**config.mk**
```make
export PLATFORM = sky130hd
export DESIGN_NAME = convex_hull_graham_scan_unit
export DESIGN_NICKNAME = d
export VERILOG_FILES = /design/src/cghs_pkg.sv /design/src/cghs_front.sv /design/src/cghs_job_queue.sv /design/src/cghs_back.sv /design/src/convex_hull_graham_scan_unit.sv
export SDC_FILE = /design/constraint.sdc
export NUM_CORES = 2
export LEC_CHECK = 0
export BUFFER_PORTS_ARGS = -buffer_cell sky130_fd_sc_hd__buf_2
export CORE_ASPECT_RATIO = 0.8
export CORE_MARGIN = 3
export CORE_UTILIZATION = 40
export DETAILED_ROUTE_END_ITERATION = 6
export PLACE_DENSITY_LB_ADDON = 0.05
export SLEW_MARGIN = 5
export SYNTH_ARGS = -nofsm -noshare
export SYNTH_HDL_FRONTEND = slang
export SYNTH_HIERARCHICAL = 1
export SYNTH_SLANG_ARGS = --single-unit
```
**constraint.sdc**
```tcl
create_clock -name clk -period 10.35 [get_ports clk]
set_input_delay 0.5175 -clock clk [delete_from_list [all_inputs] [get_ports clk]]
set_output_delay 0.5175 -clock clk [all_outputs]
set_load 0.02 [all_outputs]
```
**src/cghs_pkg.sv**
```systemverilog
// Shared constants and types for the convex hull unit.
// Used by every module of the block; depends on nothing.
package cghs_pkg;

  localparam int MAX_POINTS = 32;
  localparam int COORD_BITS = 16;
  localparam int IDX_W      = $clog2(MAX_POINTS);
  localparam int CNT_W      = $clog2(MAX_POINTS + 1);
  localparam int DIFF_W     = COORD_BITS + 1;
  localparam int PROD_W     = 2 * DIFF_W;
  localparam int CROSS_W    = PROD_W + 1;
  localparam int DIST_W     = DIFF_W + 1;
  localparam int BEAT_W     = 2 * COORD_BITS;

  typedef logic signed [COORD_BITS-1:0] coord_t;
  typedef logic signed [DIFF_W-1:0]     diff_t;
  typedef logic signed [PROD_W-1:0]     prod_t;
  typedef logic signed [CROSS_W-1:0]    cross_t;
  typedef logic        [DIST_W-1:0]     dist_t;

  typedef struct packed {
    logic [CNT_W-1:0] count;
    coord_t           piv_x;
    coord_t           piv_y;
    logic             ovf;
  } job_t;

  typedef struct packed {
    logic             en;
    logic [IDX_W-1:0] addr;
    coord_t           x;
    coord_t           y;
  } pt_wr_t;

endpackage

```
**src/cghs_front.sv**
```systemverilog
// Front end: accepts point beats, stores them and tracks the pivot.
// Depends on cghs_pkg; feeds cghs_job_queue and the point memory in cghs_back.
module cghs_front (
  input  logic                  clk,
  input  logic                  rst,
  input  logic                  s_tvalid,
  output logic                  s_tready,
  input  logic [31:0]           s_tdata,   // x_coord [15:0], y_coord [31:16]
  input  logic                  s_tlast,   // last_point
  input  logic                  q_full,
  input  logic                  done,
  output logic                  job_push,
  output cghs_pkg::job_t        job,
  output cghs_pkg::pt_wr_t      wr
);
  import cghs_pkg::*;

  logic [CNT_W-1:0] count, cnt_inc;
  logic             ovf, busy, accept, room, better;
  coord_t           piv_x, piv_y, in_x, in_y, pvx_n, pvy_n;

  always_comb begin
    in_x     = s_tdata[COORD_BITS-1:0];
    in_y     = s_tdata[BEAT_W-1:COORD_BITS];
    s_tready = !busy && !q_full;
    accept   = s_tvalid && s_tready;
    room     = count < CNT_W'(MAX_POINTS);
    better   = (count == '0) || (in_y < piv_y) || ((in_y == piv_y) && (in_x < piv_x));
    cnt_inc  = room ? count + CNT_W'(1) : count;
    pvx_n    = (room && better) ? in_x : piv_x;
    pvy_n    = (room && better) ? in_y : piv_y;
    wr.en    = accept && room;
    wr.addr  = count[IDX_W-1:0];
    wr.x     = in_x;
    wr.y     = in_y;
    job_push = accept && s_tlast;
    job.count = cnt_inc;
    job.piv_x = pvx_n;
    job.piv_y = pvy_n;
    job.ovf   = ovf || !room;
  end

  always_ff @(posedge clk) begin
    if (rst) begin
      count <= '0;
      ovf   <= 1'b0;
      busy  <= 1'b0;
    end else begin
      if (done) begin
        busy <= 1'b0;
      end
      if (accept) begin
        if (s_tlast) begin
          count <= '0;
          ovf   <= 1'b0;
          busy  <= 1'b1;
        end else begin
          count <= cnt_inc;
          ovf   <= ovf || !room;
        end
      end
    end
  end

  always_ff @(posedge clk) begin
    if (accept) begin
      piv_x <= pvx_n;
      piv_y <= pvy_n;
    end
  end

endmodule

```
**src/cghs_job_queue.sv**
```systemverilog
// Two-entry queue of closed point sets between front and back.
// Depends on cghs_pkg.
module cghs_job_queue (
  input  logic           clk,
  input  logic           rst,
  input  logic           push,
  input  cghs_pkg::job_t din,
  input  logic           pop,
  output cghs_pkg::job_t dout,
  output logic           empty,
  output logic           full
);
  import cghs_pkg::*;

  job_t       entry [2];
  logic       wr_ptr, rd_ptr;
  logic [1:0] fill;

  always_comb begin
    dout  = entry[rd_ptr];
    empty = (fill == 2'd0);
    full  = (fill == 2'd2);
  end

  always_ff @(posedge clk) begin
    if (rst) begin
      wr_ptr <= 1'b0;
      rd_ptr <= 1'b0;
      fill   <= 2'd0;
    end else begin
      if (push && !full) begin
        wr_ptr <= !wr_ptr;
      end
      if (pop && !empty) begin
        rd_ptr <= !rd_ptr;
      end
      fill <= fill + 2'((push && !full) ? 1 : 0) - 2'((pop && !empty) ? 1 : 0);
    end
  end

  always_ff @(posedge clk) begin
    if (push && !full) begin
      entry[wr_ptr] <= din;
    end
  end

endmodule

```
**src/cghs_back.sv**
```systemverilog
// Back end: point memory, hull walk sequencer and output register.
// Depends on cghs_pkg; takes jobs from cghs_job_queue.
module cghs_back (
  input  logic             clk,
  input  logic             rst,
  input  cghs_pkg::pt_wr_t wr,
  input  logic             q_empty,
  input  cghs_pkg::job_t   q_head,
  output logic             q_pop,
  output logic             done,
  output logic             m_tvalid,
  input  logic             m_tready,
  output logic [31:0]      m_tdata,   // hull_x [15:0], hull_y [31:16]
  output logic             m_tlast,   // last_vertex
  output logic             m_tuser    // overflowed
);
  import cghs_pkg::*;

  typedef enum logic [2:0] {S_IDLE, S_READ, S_MUL, S_CMP, S_EMIT} state_t;

  state_t           state;
  coord_t           mem_x [MAX_POINTS];
  coord_t           mem_y [MAX_POINTS];
  coord_t           rd_x, rd_y, cur_x, cur_y, q_x, q_y, piv_x, piv_y, e_x, e_y;
  logic [CNT_W-1:0] n_pts;
  logic [IDX_W-1:0] idx;
  logic             ovf, have, p_same, take, scan_end, e_last, out_free;
  prod_t            m1, m2;
  cross_t           cr;
  dist_t            q_dist, p_dist, dist_c;
  diff_t            dxq, dyq, dxp, dyp;
  logic [DIFF_W-1:0] adx, ady;

  always_ff @(posedge clk) begin
    if (wr.en) begin
      mem_x[wr.addr] <= wr.x;
      mem_y[wr.addr] <= wr.y;
    end
    rd_x <= mem_x[idx];
    rd_y <= mem_y[idx];
  end

  always_comb begin
    dxq      = diff_t'(q_x) - diff_t'(cur_x);
    dyq      = diff_t'(q_y) - diff_t'(cur_y);
    dxp      = diff_t'(rd_x) - diff_t'(cur_x);
    dyp      = diff_t'(rd_y) - diff_t'(cur_y);
    adx      = dxp[DIFF_W-1] ? DIFF_W'(-dxp) : DIFF_W'(dxp);
    ady      = dyp[DIFF_W-1] ? DIFF_W'(-dyp) : DIFF_W'(dyp);
    dist_c   = DIST_W'(adx) + DIST_W'(ady);
    cr       = cross_t'(m1) - cross_t'(m2);
    take     = !p_same && (!have || (cr > 0) || ((cr == 0) && (p_dist > q_dist)));
    scan_end = (CNT_W'(idx) + CNT_W'(1)) == n_pts;
    e_x      = have ? q_x : piv_x;
    e_y      = have ? q_y : piv_y;
    e_last   = !have || ((q_x == piv_x) && (q_y == piv_y));
    out_free = !m_tvalid || m_tready;
    q_pop    = (state == S_IDLE) && !q_empty;
  end

  always_ff @(posedge clk) begin
    if (rst) begin
      state    <= S_IDLE;
      m_tvalid <= 1'b0;
      done     <= 1'b0;
      idx      <= '0;
      have     <= 1'b0;
    end else begin
      done <= 1'b0;
      if (m_tvalid && m_tready) begin
        m_tvalid <= 1'b0;
      end
      unique case (state)
        S_IDLE: begin
          if (!q_empty) begin
            n_pts <= q_head.count;
            piv_x <= q_head.piv_x;
            piv_y <= q_head.piv_y;
            cur_x <= q_head.piv_x;
            cur_y <= q_head.piv_y;
            ovf   <= q_head.ovf;
            idx   <= '0;
            have  <= 1'b0;
            state <= S_READ;
          end
        end
        S_READ: begin
          state <= S_MUL;
        end
        S_MUL: begin
          m1     <= prod_t'(dxq) * prod_t'(dyp);
          m2     <= prod_t'(dyq) * prod_t'(dxp);
          p_dist <= dist_c;
          p_same <= (rd_x == cur_x) && (rd_y == cur_y);
          state  <= S_CMP;
        end
        S_CMP: begin
          if (take) begin
            q_x    <= rd_x;
            q_y    <= rd_y;
            q_dist <= p_dist;
            have   <= 1'b1;
          end
          if (scan_end) begin
            state <= S_EMIT;
          end else begin
            idx   <= idx + IDX_W'(1);
            state <= S_READ;
          end
        end
        S_EMIT: begin
          if (out_free) begin
            m_tvalid <= 1'b1;
            m_tdata  <= {e_y, e_x};
            m_tlast  <= e_last;
            m_tuser  <= ovf;
            if (e_last) begin
              done  <= 1'b1;
              state <= S_IDLE;
            end else begin
              cur_x <= q_x;
              cur_y <= q_y;
              idx   <= '0;
              have  <= 1'b0;
              state <= S_READ;
            end
          end
        end
        default: state <= S_IDLE;
      endcase
    end
  end

endmodule

```
**src/convex_hull_graham_scan_unit.sv**
```systemverilog
// Top level of the convex hull unit: front end, job queue and back end.
// Depends on cghs_pkg, cghs_front, cghs_job_queue and cghs_back.
//
// Input stream: one point per beat, x in s_tdata[15:0], y in s_tdata[31:16],
// s_tlast on the final point of a set. Up to 32 points are kept; later ones
// are dropped and the set's results carry m_tuser high.
// Output stream: hull vertices clockwise, starting next to the pivot (lowest
// y, then lowest x) and ending with the pivot, which carries m_tlast.
// Points load at one beat per cycle while s_tready is high. Once a set
// closes, the back end walks the hull one vertex at a time, sweeping every
// stored point through a single cross-product unit by read, multiply and
// compare, one point at a time and not pipelined.
// s_tready stays low from the last point of a set until the pivot beat is
// loaded into the output register.
// A stalled receiver holds the output register and pauses the walk; no beat
// is lost. Synchronous reset empties the point set, the queue and the output.
module convex_hull_graham_scan_unit (
  input  logic        clk,
  input  logic        rst,
  input  logic        s_tvalid,
  output logic        s_tready,
  input  logic [31:0] s_tdata,   // x_coord [15:0], y_coord [31:16]
  input  logic        s_tlast,   // last_point
  output logic        m_tvalid,
  input  logic        m_tready,
  output logic [31:0] m_tdata,   // hull_x [15:0], hull_y [31:16]
  output logic        m_tlast,   // last_vertex
  output logic        m_tuser    // overflowed
);
  import cghs_pkg::*;

  job_t   job, q_head;
  pt_wr_t wr;
  logic   job_push, q_full, q_empty, q_pop, done;

  cghs_front u_front (
    .clk, .rst, .s_tvalid, .s_tready, .s_tdata, .s_tlast,
    .q_full, .done, .job_push, .job, .wr
  );

  cghs_job_queue u_queue (
    .clk, .rst, .push(job_push), .din(job), .pop(q_pop),
    .dout(q_head), .empty(q_empty), .full(q_full)
  );

  cghs_back u_back (
    .clk, .rst, .wr, .q_empty, .q_head, .q_pop, .done,
    .m_tvalid, .m_tready, .m_tdata, .m_tlast, .m_tuser
  );

endmodule

```
==> flow_metrics.env <==
export IMPL_die_x_um=515.5
export IMPL_row_count=148
export IMPL_detail_route_wirelength_um=245200
export IMPL_worstSkewPairLatency_ns=0.81
export IMPL_grt_first_pass_wirelength_um=355400
export IMPL_async_reset_ff_share_pct=0
export IMPL_avgSynthCellArea_um2=14.14
export IMPL_setup_viol=0
export IMPL_worstMarginPinSlew_ns=1.219
export IMPL_syn_nets=6851
export IMPL_synth_seq_cells=1432
export IMPL_grt_use_total_pct=23.40
export IMPL_startpoint="u_back/q_y[0]"
export IMPL_min_period_ns=9.631
export IMPL_ioPinCount=73
export IMPL_instances_no_fill=8870
export IMPL_end_kind="flop"
export IMPL_drt_pass1_iter_count=5
export IMPL_grt_max_degree=122
export IMPL_fin_skew_ns=0.03305
export IMPL_crit_top_cell="fa_1"
export IMPL_drive_above_1_share_pct=16.92
export IMPL_numPortBuffers=72
export IMPL_post_cts_buffers=0
export IMPL_worstSetupPathType="reg -> reg"
export IMPL_grt_overflow_total=0
export IMPL_coreArea_um2=205000
export IMPL_fp_dieArea_um2=213200
export IMPL_gp_congestion=0.8494
export IMPL_nFillCells=18210
export IMPL_hold_viol_final=0
export IMPL_drcViolationCount=0
export IMPL_cap_violations=0
export IMPL_drt_first_iter_violations=4714
export IMPL_vias=48965
export IMPL_final_max_slew_viol_count=0
export IMPL_ant_nets=0
export IMPL_viasPerCell=5.520
export IMPL_rr_worst_depth=34
export IMPL_critPathLaunchType="flop"
export IMPL_slowest_stage="fa_2"
export IMPL_synthesis_area_um2=83070
export IMPL_path_clk_slew_ns=0.06
export IMPL_min_from="s_tlast"
export IMPL_antenna_found_initial=22
export IMPL_finalSetupTns_ns=0
export IMPL_placed_cells=8579
export IMPL_ys_types=102
export IMPL_syn_inst=5875
export IMPL_cts_tree="built"
export IMPL_nets=7011
export IMPL_cts_root_buf="clkbuf_16"
export IMPL_cts_sinks=1432
export IMPL_grt_pass1_vias=50355
export IMPL_critical_path_required_ns=10.92
export IMPL_synth_ff_type="edfxtp_1"
export IMPL_yosysWarnings=6
export IMPL_fp_dieH_um=413.6
export IMPL_synth_seq_area_share_pct=51.09
export IMPL_max_freq_mhz=103.8
export IMPL_status="finished, final reports clean"
export IMPL_synth_edf_count=1376
export IMPL_holdWs_ns=0.08654
export IMPL_post_drt_wl_per_cell_um=27.64
export IMPL_worstPathArrival_ns=10.20
export IMPL_place_hpwl_um=168600
export IMPL_fin_crit_sh_pct=93.05
export IMPL_areaGrowthSynthToFinish_pct=11.31
export IMPL_cp_max_fo=6
export IMPL_clk_path_buf_depth=3
export IMPL_min_path_type="in -> reg"
export IMPL_numCtsBuffers=154
export IMPL_r2r_start="u_back/q_y[0]"
export IMPL_max_slew_margin_pct=18.18
export IMPL_start_util_pct=40.52
export IMPL_worstHoldPathCells=3
export IMPL_critPathMaxStageDelay_ns=0.69
export IMPL_h_tree_depth=4
[path summary, 6_finish.rpt]
path | end | slack, ns
min | u_front/count[1] | 0.09
max | u_back/m2[32] | 0.72
max reg2reg | u_back/m2[32] | 0.72
min reg2reg | u_back/q_y[0] | 0.43
[through the flow]
step / setup slack (ns) / util, % / cell area (µm²)
3_3_place_gp: 0.4923 / 42.67 / 87470
6_report: 0.7189 / 45.11 / 92460
2_1_floorplan: 1.400 / - / 83080
4_1_cts: 0.2066 / 45.08 / 92410
5_1_grt: -0.03209 / 45.10 / 92440
3_5_place_dp: 0.2474 / 42.67 / 87470
[cell families (layout without fill, tap and decap cells)]
kind of cell / Yosys count / after routing / share of synthesized area (%)
fa+ha+maj: 939 / 939 / 19.55
flops: 1432 / 1432 / 51.09
other cells: 0 / 11 / 0
buf+inv: 1018 / 1302 / 4.848
mux: 495 / 495 / 11.08
simple gates: 1239 / 1239 / 6.791
xor+xnor: 231 / 231 / 2.445
compound gates: 521 / 521 / 4.199
[final cells by class]
class / instances / area, µm² / share of cell area, %
Antenna cell: 11 / 27.53 / 0.02977
Clock buffer: 195 / 4099 / 4.433
Clock inverter: 85 / 843.3 / 0.9120
Inverter: 782 / 2935 / 3.175
Multi-Input combinational cell: 3425 / 37060 / 40.08
Sequential cell: 1432 / 42460 / 45.92
Tap cell: 2700 / 3378 / 3.654
Timing Repair Buffer: 240 / 1659 / 1.794
[cell usage in the layout (no fill, tap or decap), types with 52 or more instances in the layout]
| cell type | synthesis | final |
|---|---|---|
| a21oi_1 | 143 | 141 |
| buf_2 | 6 | 72 |
| buf_4 | 40 | 165 |
| clkbuf_16 | 0 | 155 |
| edfxtp_1 | 1376 | 1376 |
| fa_1 | 598 | 597 |
| ha_1 | 341 | 341 |
| inv_1 | 780 | 780 |
| mux2_2 | 125 | 125 |
| mux4_2 | 320 | 320 |
| nand2_1 | 409 | 408 |
| nand2b_1 | 52 | 52 |
| nor2_1 | 429 | 396 |
| nor3_1 | 53 | 52 |
| o21ai_0 | 103 | 103 |
| xnor2_1 | 175 | 167 |
[sequential cells by signal, indices dropped and copies added (netlist names), 18 cells and up, named ones only]
signal	cells
u_back/mem_x	512
u_back/mem_y	512
u_queue/entry	78
u_back/m1	34
u_back/m2	34
u_back/m_tdata	32
u_back/p_dist	18
u_back/q_dist	18
[what timing repair did]
item	in CTS	in global routing
resized for setup	0	6
hold buffers	0	0
endpoints found under the setup margin	0	2
[synth_stat cells (39+ instances only)]
| cell | number | area, µm² |
|---|---|---|
| fa_1 | 598 | 11970 |
| a21oi_1 | 143 | 715.7 |
| nor2b_1 | 53 | 331.6 |
| buf_4 | 40 | 300.3 |
| xnor2_1 | 175 | 1533 |
| inv_1 | 780 | 2928 |
| a21o_1 | 39 | 292.8 |
| nand2_1 | 409 | 1535 |
| nand2b_1 | 52 | 325.3 |
| edfxtp_1 | 1376 | 41320 |
| mux2_2 | 125 | 1408 |
| clkbuf_1 | 149 | 559.3 |
| nand3_1 | 49 | 245.2 |
| nor2_1 | 429 | 1610 |
| o21ai_0 | 103 | 515.5 |
| xor2_1 | 55 | 481.7 |
| nor3_1 | 53 | 265.3 |
| dfxtp_1 | 56 | 1121 |
| mux4_2 | 320 | 7207 |
| ha_1 | 341 | 4267 |
[routing by layer]
metal | up-vias | wire [µm] | track usage, %
li1 | 21144 | - | -
met1 | 25963 | 117900 | 36.52
met2 | 1627 | 103200 | 33.22
met3 | 227 | 19970 | 5.295
met4 | 4 | 4015 | 4.739
met5 | - | 27 | 0.1370
[worst max-delay path: cells and delay by family (launching register included)]
kind                     cells  cell delay [ns]
AND/OR/NAND/NOR              4             1.01
flip-flops                   1             0.38
buffers and inverters        5             0.33
adder cells (fa/ha/maj)      9             4.16
AO/OA/AOI/OAI               16             3.53
Power is left out: the tool's default activity adds up to more than one toggle a clock period on the data nets, which glitch-free logic cannot reach.
